--- src/hw/rtl/asc_pkg.sv ---
// Shared types and constants for the ONC RPC system credential parser.
// No dependencies; used by asc_parser, asc_rsp_fifo and the top level.
package asc_pkg;

   localparam int MAX_CRED_BYTES = 400;
   localparam int OFFSET_W       = $clog2(MAX_CRED_BYTES + 1);
   localparam int MIN_BYTES      = 16;
   localparam logic [31:0] DEFAULT_ID = 32'd1000;
   localparam logic [6:0]  GROUPS_SAT = 7'd127;

   // result kinds
   localparam logic [1:0] WHAT_NAME    = 2'd0;
   localparam logic [1:0] WHAT_GROUP   = 2'd1;
   localparam logic [1:0] WHAT_SUMMARY = 2'd2;

   // summary status codes
   localparam logic [2:0] STATUS_OK         = 3'd0;
   localparam logic [2:0] STATUS_SHORT      = 3'd1;
   localparam logic [2:0] STATUS_NAME_PAST  = 3'd2;
   localparam logic [2:0] STATUS_FIELD_PAST = 3'd3;
   localparam logic [2:0] STATUS_TOO_LONG   = 3'd4;

   // field phases
   localparam logic [3:0] PH_STAMP  = 4'd0;
   localparam logic [3:0] PH_NLEN   = 4'd1;
   localparam logic [3:0] PH_NAME   = 4'd2;
   localparam logic [3:0] PH_PAD    = 4'd3;
   localparam logic [3:0] PH_UID    = 4'd4;
   localparam logic [3:0] PH_GID    = 4'd5;
   localparam logic [3:0] PH_CNT    = 4'd6;
   localparam logic [3:0] PH_GROUPS = 4'd7;
   localparam logic [3:0] PH_TAIL   = 4'd8;
   localparam logic [3:0] PH_OVER   = 4'd9;

   // result queue
   localparam int FIFO_DEPTH = 4;
   localparam int PTR_W      = $clog2(FIFO_DEPTH);
   localparam int LEVEL_W    = $clog2(FIFO_DEPTH + 1);

   typedef struct packed {
      logic [1:0]  what;
      logic [31:0] value;
      logic [2:0]  status;
      logic        defaulted;
      logic [31:0] stamp;
      logic [31:0] user_id;
      logic [31:0] group_id;
      logic [31:0] name_length;
      logic [6:0]  group_count;
      logic        final_result;
   } result_type;

   // results produced by one transaction, in order
   typedef struct packed {
      logic [1:0] count;
      result_type first;
      result_type second;
   } step_out_type;

endpackage

--- src/hw/rtl/auth_sys_credential_parser.sv ---
// ONC RPC system credential body parser, top level.
// Byte input channel (req_*) with valid/ready, result channel (rsp_*) with
// valid/ready. Each req transaction carries one body byte, or an empty-body
// mark (req_no_data). Name bytes and complete group ids come out as they
// are parsed; the byte marked req_last also yields a summary transaction
// (rsp_final_result = 1) with status, stamp, ids, name length and count.
// An empty mark yields group id 1000 and a defaulted summary.
// A req byte is held in the input register, then the parser writes its
// results into the result queue, whose head drives rsp_*.
// Throughput: one byte per cycle while the queue has room for two results.
// A transaction makes at most two results and the result port drains one
// per cycle, so bytes that make two results (final name or group byte,
// empty mark) fill the queue, and once it holds three results the held
// byte waits. The four-entry result queue sets this.
// Reset clears the parser to the start of a body and empties the queue;
// payload storage is not cleared. When the receiver holds rsp_ready low the
// queue fills and req_ready drops once fewer than two entries are free.
// Depends on asc_pkg, asc_parser and asc_rsp_fifo.
module auth_sys_credential_parser (
   input  logic        clock,
   input  logic        reset,
   input  logic        req_valid,
   output logic        req_ready,
   input  logic [7:0]  req_data_byte,
   input  logic        req_last,
   input  logic        req_no_data,
   output logic        rsp_valid,
   input  logic        rsp_ready,
   output logic [1:0]  rsp_what,
   output logic [31:0] rsp_value,
   output logic [2:0]  rsp_status,
   output logic        rsp_defaulted,
   output logic [31:0] rsp_stamp,
   output logic [31:0] rsp_user_id,
   output logic [31:0] rsp_group_id,
   output logic [31:0] rsp_name_length,
   output logic [6:0]  rsp_group_count,
   output logic        rsp_final_result
);
   import asc_pkg::*;

   logic               in_valid_ff, in_valid_in;
   logic [7:0]         in_byte_ff;
   logic               in_last_ff;
   logic               in_none_ff;
   logic               advance;
   logic               req_take;
   logic               pop;
   step_out_type       step_out;
   result_type         head;
   logic               not_empty;
   logic [LEVEL_W-1:0] level;
   logic [1:0]         push_count;

   // room for two results is needed before the held byte can be parsed
   assign advance     = in_valid_ff && (level <= LEVEL_W'(FIFO_DEPTH - 2));
   assign req_ready   = !in_valid_ff || advance;
   assign req_take    = req_valid && req_ready;
   assign in_valid_in = req_take || (in_valid_ff && !advance);
   assign push_count  = advance ? step_out.count : 2'd0;
   assign pop         = rsp_valid && rsp_ready;

   always_ff @(posedge clock) begin
      if (reset) begin
         in_valid_ff <= 1'b0;
      end else begin
         in_valid_ff <= in_valid_in;
      end
   end

   always_ff @(posedge clock) begin
      if (req_take) begin
         in_byte_ff <= req_data_byte;
         in_last_ff <= req_last;
         in_none_ff <= req_no_data;
      end
   end

   asc_parser u_parser (
      .clock     (clock),
      .reset     (reset),
      .step      (advance),
      .data_byte (in_byte_ff),
      .last      (in_last_ff),
      .no_data   (in_none_ff),
      .results   (step_out)
   );

   asc_rsp_fifo u_fifo (
      .clock       (clock),
      .reset       (reset),
      .push_count  (push_count),
      .push_first  (step_out.first),
      .push_second (step_out.second),
      .pop         (pop),
      .head        (head),
      .not_empty   (not_empty),
      .level       (level)
   );

   assign rsp_valid        = not_empty;
   assign rsp_what         = head.what;
   assign rsp_value        = head.value;
   assign rsp_status       = head.status;
   assign rsp_defaulted    = head.defaulted;
   assign rsp_stamp        = head.stamp;
   assign rsp_user_id      = head.user_id;
   assign rsp_group_id     = head.group_id;
   assign rsp_name_length  = head.name_length;
   assign rsp_group_count  = head.group_count;
   assign rsp_final_result = head.final_result;

   a_level_bound: assert property (@(posedge clock) disable iff (reset)
      level <= LEVEL_W'(FIFO_DEPTH))
      else $error("result queue overfilled");

   a_advance_room: assert property (@(posedge clock) disable iff (reset)
      advance |=> level <= LEVEL_W'(FIFO_DEPTH))
      else $error("parser advanced without queue room");

   a_final_is_summary: assert property (@(posedge clock) disable iff (reset)
      rsp_valid && rsp_final_result |-> rsp_what == WHAT_SUMMARY)
      else $error("final result is not a summary");

   a_empty_after_reset: assert property (@(posedge clock)
      $past(reset) |-> !rsp_valid && req_ready)
      else $error("queue or input stage not cleared by reset");

endmodule

--- src/hw/rtl/asc_parser.sv ---
// Field state machine of the credential parser: takes one byte per step
// and produces up to two results. Depends on asc_pkg.
module asc_parser (
   input  logic                 clock,
   input  logic                 reset,
   input  logic                 step,
   input  logic [7:0]           data_byte,
   input  logic                 last,
   input  logic                 no_data,
   output asc_pkg::step_out_type results
);
   import asc_pkg::*;

   logic [OFFSET_W-1:0] offset_ff, offset_in;
   logic [3:0]          phase_ff, phase_in, phase_now;
   logic [31:0]         shift_ff, shift_in;
   logic [31:0]         stamp_ff, stamp_in;
   logic [31:0]         nlen_ff, nlen_in;
   logic [31:0]         bytes_left_ff, bytes_left_in;
   logic [31:0]         uid_ff, uid_in;
   logic [31:0]         gid_ff, gid_in;
   logic [31:0]         groups_left_ff, groups_left_in;
   logic [6:0]          seen_ff, seen_in;
   logic                whole;
   logic                emit_item;
   result_type          item;
   result_type          summary;
   logic [2:0]          status;

   always_comb begin
      phase_now = (offset_ff >= OFFSET_W'(MAX_CRED_BYTES)) ? PH_OVER : phase_ff;
      offset_in      = offset_ff;
      phase_in       = phase_now;
      shift_in       = shift_ff;
      stamp_in       = stamp_ff;
      nlen_in        = nlen_ff;
      bytes_left_in  = bytes_left_ff;
      uid_in         = uid_ff;
      gid_in         = gid_ff;
      groups_left_in = groups_left_ff;
      seen_in        = seen_ff;
      whole          = (offset_ff[1:0] == 2'b11);
      emit_item      = 1'b0;
      item           = '0;

      if (phase_now != PH_OVER) begin
         offset_in = offset_ff + OFFSET_W'(1);
         shift_in  = {shift_ff[23:0], data_byte};
         unique case (phase_now)
            PH_STAMP: begin
               if (whole) begin
                  stamp_in = shift_in;
                  phase_in = PH_NLEN;
               end
            end
            PH_NLEN: begin
               if (whole) begin
                  nlen_in       = shift_in;
                  bytes_left_in = shift_in;
                  phase_in      = (shift_in != 32'd0) ? PH_NAME : PH_UID;
               end
            end
            PH_NAME: begin
               emit_item     = 1'b1;
               item.what     = WHAT_NAME;
               item.value    = {24'd0, data_byte};
               bytes_left_in = bytes_left_ff - 32'd1;
               if (bytes_left_in == 32'd0) begin
                  phase_in = (offset_in[1:0] != 2'b00) ? PH_PAD : PH_UID;
               end
            end
            PH_PAD: begin
               if (offset_in[1:0] == 2'b00) begin
                  phase_in = PH_UID;
               end
            end
            PH_UID: begin
               if (whole) begin
                  uid_in   = shift_in;
                  phase_in = PH_GID;
               end
            end
            PH_GID: begin
               if (whole) begin
                  gid_in   = shift_in;
                  phase_in = PH_CNT;
               end
            end
            PH_CNT: begin
               if (whole) begin
                  groups_left_in = shift_in;
                  phase_in       = (shift_in != 32'd0) ? PH_GROUPS : PH_TAIL;
               end
            end
            PH_GROUPS: begin
               if (whole) begin
                  emit_item      = 1'b1;
                  item.what      = WHAT_GROUP;
                  item.value     = shift_in;
                  groups_left_in = groups_left_ff - 32'd1;
                  if (seen_ff != GROUPS_SAT) begin
                     seen_in = seen_ff + 7'd1;
                  end
                  if (groups_left_in == 32'd0) begin
                     phase_in = PH_TAIL;
                  end
               end
            end
            default: begin
            end
         endcase
      end

      priority if (phase_in == PH_OVER) begin
         status = STATUS_TOO_LONG;
      end else if (offset_in < OFFSET_W'(MIN_BYTES)) begin
         status = STATUS_SHORT;
      end else if (phase_in == PH_NAME || phase_in == PH_PAD) begin
         status = STATUS_NAME_PAST;
      end else if (phase_in == PH_STAMP || phase_in == PH_NLEN || phase_in == PH_UID ||
                   phase_in == PH_GID || phase_in == PH_CNT) begin
         status = STATUS_FIELD_PAST;
      end else begin
         status = STATUS_OK;
      end

      summary              = '0;
      summary.what         = WHAT_SUMMARY;
      summary.status       = status;
      summary.stamp        = stamp_in;
      summary.user_id      = uid_in;
      summary.group_id     = gid_in;
      summary.name_length  = nlen_in;
      summary.group_count  = seen_in;
      summary.final_result = 1'b1;

      results = '0;
      if (no_data) begin
         // empty body: default identity, any body in progress is dropped
         results.count              = 2'd2;
         results.first.what         = WHAT_GROUP;
         results.first.value        = DEFAULT_ID;
         results.second.what        = WHAT_SUMMARY;
         results.second.defaulted   = 1'b1;
         results.second.user_id     = DEFAULT_ID;
         results.second.group_id    = DEFAULT_ID;
         results.second.group_count = 7'd1;
         results.second.final_result = 1'b1;
      end else if (emit_item && last) begin
         results.count  = 2'd2;
         results.first  = item;
         results.second = summary;
      end else if (emit_item) begin
         results.count = 2'd1;
         results.first = item;
      end else if (last) begin
         results.count = 2'd1;
         results.first = summary;
      end

      // start a fresh body after the final byte or an empty mark
      if (no_data || last) begin
         offset_in      = '0;
         phase_in       = PH_STAMP;
         shift_in       = '0;
         stamp_in       = '0;
         nlen_in        = '0;
         bytes_left_in  = '0;
         uid_in         = '0;
         gid_in         = '0;
         groups_left_in = '0;
         seen_in        = '0;
      end
   end

   always_ff @(posedge clock) begin
      if (reset) begin
         offset_ff      <= '0;
         phase_ff       <= PH_STAMP;
         shift_ff       <= '0;
         stamp_ff       <= '0;
         nlen_ff        <= '0;
         bytes_left_ff  <= '0;
         uid_ff         <= '0;
         gid_ff         <= '0;
         groups_left_ff <= '0;
         seen_ff        <= '0;
      end else if (step) begin
         offset_ff      <= offset_in;
         phase_ff       <= phase_in;
         shift_ff       <= shift_in;
         stamp_ff       <= stamp_in;
         nlen_ff        <= nlen_in;
         bytes_left_ff  <= bytes_left_in;
         uid_ff         <= uid_in;
         gid_ff         <= gid_in;
         groups_left_ff <= groups_left_in;
         seen_ff        <= seen_in;
      end
   end

endmodule

--- src/hw/rtl/asc_rsp_fifo.sv ---
// Result queue of the credential parser: takes up to two results per
// cycle, hands out one. Depends on asc_pkg.
module asc_rsp_fifo (
   input  logic                          clock,
   input  logic                          reset,
   input  logic [1:0]                    push_count,
   input  asc_pkg::result_type           push_first,
   input  asc_pkg::result_type           push_second,
   input  logic                          pop,
   output asc_pkg::result_type           head,
   output logic                          not_empty,
   output logic [asc_pkg::LEVEL_W-1:0]   level
);
   import asc_pkg::*;

   result_type         entries [FIFO_DEPTH];
   logic [PTR_W-1:0]   wr_ptr_ff, wr_ptr_in;
   logic [PTR_W-1:0]   rd_ptr_ff, rd_ptr_in;
   logic [LEVEL_W-1:0] level_ff, level_in;
   logic [PTR_W-1:0]   wr_next;

   always_comb begin
      wr_next   = wr_ptr_ff + PTR_W'(1);
      wr_ptr_in = wr_ptr_ff + PTR_W'(push_count);
      rd_ptr_in = rd_ptr_ff + PTR_W'(pop);
      level_in  = level_ff + LEVEL_W'(push_count) - LEVEL_W'(pop);
   end

   always_ff @(posedge clock) begin
      if (push_count != 2'd0) begin
         entries[wr_ptr_ff] <= push_first;
      end
      if (push_count == 2'd2) begin
         entries[wr_next] <= push_second;
      end
   end

   always_ff @(posedge clock) begin
      if (reset) begin
         wr_ptr_ff <= '0;
         rd_ptr_ff <= '0;
         level_ff  <= '0;
      end else begin
         wr_ptr_ff <= wr_ptr_in;
         rd_ptr_ff <= rd_ptr_in;
         level_ff  <= level_in;
      end
   end

   assign head      = entries[rd_ptr_ff];
   assign not_empty = (level_ff != '0);
   assign level     = level_ff;

endmodule
--- config.mk ---
export PLATFORM = sky130hd
export DESIGN_NAME = auth_sys_credential_parser
export DESIGN_NICKNAME = d
export VERILOG_FILES = /design/src/hw/rtl/asc_pkg.sv /design/src/hw/rtl/auth_sys_credential_parser.sv /design/src/hw/rtl/asc_parser.sv /design/src/hw/rtl/asc_rsp_fifo.sv
export SDC_FILE = /design/constraint.sdc
export NUM_CORES = 2
export LEC_CHECK = 0
export BUFFER_PORTS_ARGS = -buffer_cell sky130_fd_sc_hd__buf_2
export CAP_MARGIN = 20
export CORE_AREA = 2 2 436 222
export CTS_CLUSTER_SIZE = 24
export DETAILED_ROUTE_END_ITERATION = 7
export DIE_AREA = 0 0 438 224
export GPL_TIMING_DRIVEN = 0
export HOLD_SLACK_MARGIN = 0.08
export PLACE_DENSITY = 0.71
export SYNTH_ARGS = -nofsm -noshare
export SYNTH_HDL_FRONTEND = slang
export SYNTH_HIERARCHICAL = 1
export SYNTH_SLANG_ARGS = --single-unit
--- constraint.sdc ---
create_clock -name clock -period 16.8 [get_ports clock]
set_clock_uncertainty 0.2 [all_clocks]
set_input_delay 1.68 -clock clock [delete_from_list [all_inputs] [get_ports clock]]
set_output_delay 1.68 -clock clock [all_outputs]
set_load 0.02 [all_outputs]
; After elaboration in Yosys (flattened, before gate mapping)
; Memory sizes are Yosys's and may differ from the RTL's. A register that Yosys moved wholly into a read port is not among the register bits.
; Cells that the tools add are included.
; Widths: inputs -> output; s select.
[classes]
n_eq_ne = 21
n_reduce_logical = 30
mux = 78
n_lt_le_gt_ge = 3
add_sub_neg = 9
[ops]
columns = cell, count
row1 = $mux 32, 24
row2 = $mux 175, 2
row3 = $mux 176, 1
row4 = $mux 174, 1
row5 = $mux 140, 1
row6 = $pmux 32 s2, 2
row7 = $pmux 34 s2, 1
row8 = $logic_not 32->1, 2
row9 = $mux 64, 1
row10 = $sub 32x1->32 const B, 2
row11 = $mux 4, 13
row12 = $mux 24, 2
row13 = $mux 36, 1
row14 = $mux 35, 1
row15 = $mux 7, 5
row16 = $mux 34, 1
row17 = $mux 33, 1
row18 = $pmux 4 s8, 1
row19 = $reduce_bool 32->1, 1
row20 = $eq 4x3->1 const B, 7
row21 = $mux 9, 2
row22 = $eq 4x2->1 const B, 4
row23 = $mux 3, 5
row24 = $add 9x1->9 const B, 1
row25 = 29 further kinds, 59
[word_totals]
ramBits = 696
memories = 1
regBits = 254
in_bits = 14
[memory_table]
columns = memory, depth, word_bits, rd, rd_clocked_by_memory_dff, write_ports, line
row1 = u_fifo.entries, 4, 174, 1, 1, 2, asc_rsp_fifo.sv:16  ; result_type entries [FIFO_DEPTH];

; Depth between registers and ports, before layout
[logic_depth]
depth_word = 23
ltp_mapped = 16
ltp_nobuf = 15

; Modules after synthesis
; The synthesis kept the hierarchy.
[by_module_without_submodules]
columns = module, cells_per_inst, n_inst, area_per_inst_um2
row1 = asc_rsp_fifo, 1723, 1, 33808.7
row2 = asc_parser, 1982, 1, 14390.1
row3 = auth_sys_credential_parser, 22, 1, 397.9

; Least setup slack after synthesis
; No wires, ideal clock.
[synth_timing]
path_type = reg-to-reg
from = register u_parser.offset_ff[4]
to = memory u_fifo/entries[0][0] in the netlist's numbering, enable pin
period_less_slack_ns = 15.976
arrival_ns = 14.828
t_required_ns = 15.652
n_path_buf = 3
setup_slack_ns = 0.824
setup_ns = 0.948
stages_incl_launch_ff = 14
path_cell_list = dfxtp_1 -> o311a_1 -> clkbuf_1 -> nor4_1 -> nor2_1 -> inv_1 -> ha_1 -> nor2_1 -> inv_1 -> buf_4 -> and4b_1 -> buf_2 -> o21bai_1 -> o21ai_0
[synth_rtl]
columns = item, line
row1 = start: declaration, asc_parser.sv:14  ; logic [OFFSET_W-1:0] offset_ff, offset_in;
row2 = start signal: assignment, asc_parser.sv:189  ; offset_ff <= offset_in;
row3 = end: declaration, asc_rsp_fifo.sv:16

==> run_results.csv <==
group,metric,value,unit
detailed_routing,firstDrtPassIters,7,
synth,ys_seq_area_share,53.7,%
finish,fillers,7580,
detailed_routing,drt_iter0_drc,4970,
placement,gp_congestion,1.05,
outcome,status,"completed",
timing,rsz0062_at_grt,"no",
timing,slew_violations,0,
grt,grt_pass1_wl,223000,um
finish,drive_gt1_share,29.7,%
detailed_routing,vias_per_cell,6.32,
cts,clock-root-buffer,"clkbuf_16",
synth,synth_cells,3727,
worst_setup_path,critical_path_class,"reg2reg",
synth,synth_area,48600,um2
grt,grt_pass1_vias,32600,
floorplan,die_area,98100,um2
timing,fin_crit_sh,39.4,%
finish,syn2layout_area_growth,13.5,%
synth,synth_edf_count,706,
floorplan,core_region_area,94300,um2
finish,final_cell_mix,"edfxtp_1, nor2_1, mux2_2, buf_2, dfxtp_1",
timing,tightest_slew,1320,ps
worst_setup_path,arrival,6800,ps
synth,synth_cell_types,75,
timing,period_needed,6620,ps
floorplan,initial_core_util,51.5,%
floorplan,num_rows,80,
power_and_ir_drop,p_leak,0.0199,uW
placement,place_ws,10530,ps
timing,setup_violations,0,
grt,grt_usage,30.7,%
floorplan,die_x,438,um
finish,postLayoutCoreUtil,58.5,%
cts,clk_pin_slew,70,ps
detailed_routing,post_drt_wl_per_cell,27.9,um
finish,final_area,55200,um2
power_and_ir_drop,pwr_density_cell,109,nW/um2
cts,cts_resized,0,
worst_setup_path,start_kind,"flip-flop",
detailed_routing,ant_nets,0,
synth,synth_ff_type,"edfxtp_1",
detailed_routing,drc_errors,0,
timing,timing.slew.headroom,12.1,%
synth,yosys_warnings,6,
cts,cts_tree,"done",
timing,finalHoldViolCount,0,
cts,clk_latency,690,ps
placement,dpl_cell_area,52300,um2
floorplan,io-pin-count,190,
placement,dp_hpwl,108000,um
worst_setup_path,cp.required,16980,ps
cts,cts_hold_buf,0,
worst_setup_path,worstSetupEndpointType,"flip-flop",
worst_setup_path,crit_fanout,25,
hold_path,hold_class,"reg2reg",
floorplan,die_y,224,um
placement,dp_cells,5272,
cts,h-tree-depth,3,
power_and_ir_drop,ir_drop,76.4,uV
synth,ys_ff_latch,950,
cts,cts_buffer_depth,3,
synth,synthArstFlopShare,0,%
cts,cts_buffers,87,
grt,grt_max_degree,32,
detailed_routing,routed_wl,152000,um
detailed_routing,via_count,34400,
finish,post_layout_nonfiller_instances,5443,
cts,cts.sinks,950,
timing,fmax,0.151,GHz
finish,final_common_cell,"edfxtp_1",
finish,fin_nets,4124,
grt,overflow,0,
grt,antenna_found_initial,5,
flow_run,cap_violations,0,
placement,io_buffers,189,
synth,syn_avg_cell_area,13.0,um2
timing,setup_ws,10180,ps
timing,hold_slack,281,ps
cts,postCtsSetupRepairBufs,0,
-- logic make-up (layout without fill, tap and decap cells) --
logic type	Yosys count	in the layout	share of synthesized area (%)
AOI/OAI and AO/OA	454	454	6.28
xor gates and xnor gates	26	26	0.528
adders and majority gates	15	15	0.402
buffers and inverters	364	769	3.76
DFF	950	950	53.7
muxes	1004	1004	27.0
other	1	41	0.00772
and+or+nand+nor	913	913	8.37
-- per-layer routing --
layer	global-route usage, %	up-vias	wire length [um]
met5	0	-	93
met4	8.15	4	4340
met3	9.68	286	19900
met2	41.3	2067	61500
met1	47.1	17200	66200
li1	-	14800	-
-- registers in the layout (all words and copies together), names as in the netlist, 3 cells and up --
| name | cells |
|---|---|
| u_fifo/level | 3 |
| u_parser/gid_ff | 32 |
| u_parser/stamp_ff | 32 |
| u_parser/seen_ff | 7 |
| u_parser/offset_ff | 9 |
| u_parser/bytes_left_ff | 32 |
| u_parser/uid_ff | 32 |
| u_parser/nlen_ff | 32 |
| in_byte_ff | 8 |
| u_fifo/entries | 696 |
| u_parser/phase_ff | 4 |
| u_parser/groups_left_ff | 32 |
| u_parser/shift_ff | 24 |
-- synth_stat cells (8+ instances only) --
| library cell | instances | area, um2 |
|---|---|---|
| ha_1 | 14 | 175 |
| o2111ai_1 | 8 | 70.1 |
| nand3_1 | 24 | 120 |
| inv_1 | 17 | 63.8 |
| and2_1 | 30 | 188 |
| nor3_1 | 36 | 180 |
| or3_1 | 15 | 93.8 |
| dfxtp_1 | 244 | 4880 |
| nor2b_1 | 22 | 138 |
| a2111oi_0 | 8 | 70.1 |
| a21o_1 | 28 | 210 |
| buf_6 | 14 | 158 |
| mux2_1 | 190 | 2140 |
| o41ai_1 | 8 | 70.1 |
| edfxtp_1 | 706 | 21200 |
| a21oi_1 | 84 | 420 |
| mux2i_1 | 121 | 1210 |
| o31ai_1 | 12 | 90.1 |
| nor4_1 | 35 | 219 |
| nand2b_1 | 8 | 50.1 |
| mux4_2 | 174 | 3920 |
| and3_1 | 10 | 62.6 |
| buf_4 | 77 | 578 |
| a22oi_1 | 180 | 1350 |
| buf_2 | 52 | 260 |
| xnor2_1 | 10 | 87.6 |
| nor2_1 | 550 | 2060 |
| xor2_1 | 14 | 123 |
| nor3b_1 | 8 | 60.1 |
| mux2_2 | 519 | 5840 |
| o21ai_0 | 81 | 405 |
| nand2_1 | 121 | 454 |
| buf_1 | 19 | 71.3 |
| clkbuf_1 | 185 | 694 |
| nand4_1 | 13 | 81.3 |
-- worst max-delay path: stages, from the launching register on --
cell,delay [ps]
dfxtp_1,370
o311a_1,400
clkbuf_1,240
nor3_1,870
buf_2,300
nor2_1,100
inv_1,150
ha_1,480
nor2_1,130
inv_1,190
buf_4,140
and4b_1,170
buf_2,190
nor4bb_1,340
buf_2,280
buf_4,300
buf_6,220
o21bai_4,270
buf_16,240
buf_12,220
buf_12,230
buf_12,220
-- final timing paths --
check / start / endpoint / slack (ps) / cells after the start
worst max-delay path: u_parser/offset_ff[4] / u_fifo/entries[2][32] / 10180 / 21
worst min-delay path: u_parser/bytes_left_ff[6] / u_parser/bytes_left_ff[6] / 280 / 2
worst max register to register: u_parser/offset_ff[4] / u_fifo/entries[2][32] / 10180 / 21
worst min register to register: u_parser/bytes_left_ff[6] / u_parser/bytes_left_ff[6] / 280 / 2
-- report_power, final --
part           internal [uW]  switching [uW]  leakage, uW
logic                    519             818       0.0100
clock network           1100             923      0.00138
registers               2610            34.4      0.00845
total                   4230            1780       0.0199
-- cell type report --
class | count | area (um2) | area share (%)
multi-input combinational | 2446 | 20900 | 37.8
antenna | 7 | 17.5 | 0.0318
tap | 1271 | 1590 | 2.88
sequential | 950 | 26100 | 47.3
clock buffer | 125 | 2500 | 4.53
buffer | 347 | 1760 | 3.19
clock inverter | 34 | 310 | 0.563
inverter | 17 | 63.8 | 0.116
timing repair buffer | 246 | 1980 | 3.59
-- per-stage QoR --
stage	setup TNS [ps]	power, uW
floorplan	0	3600
global placement	-3275630	4080
detailed placement	0	4030
global route	0	6190
CTS	0	6040
finish	0	6010
Power figures use the tool's default switching activity.
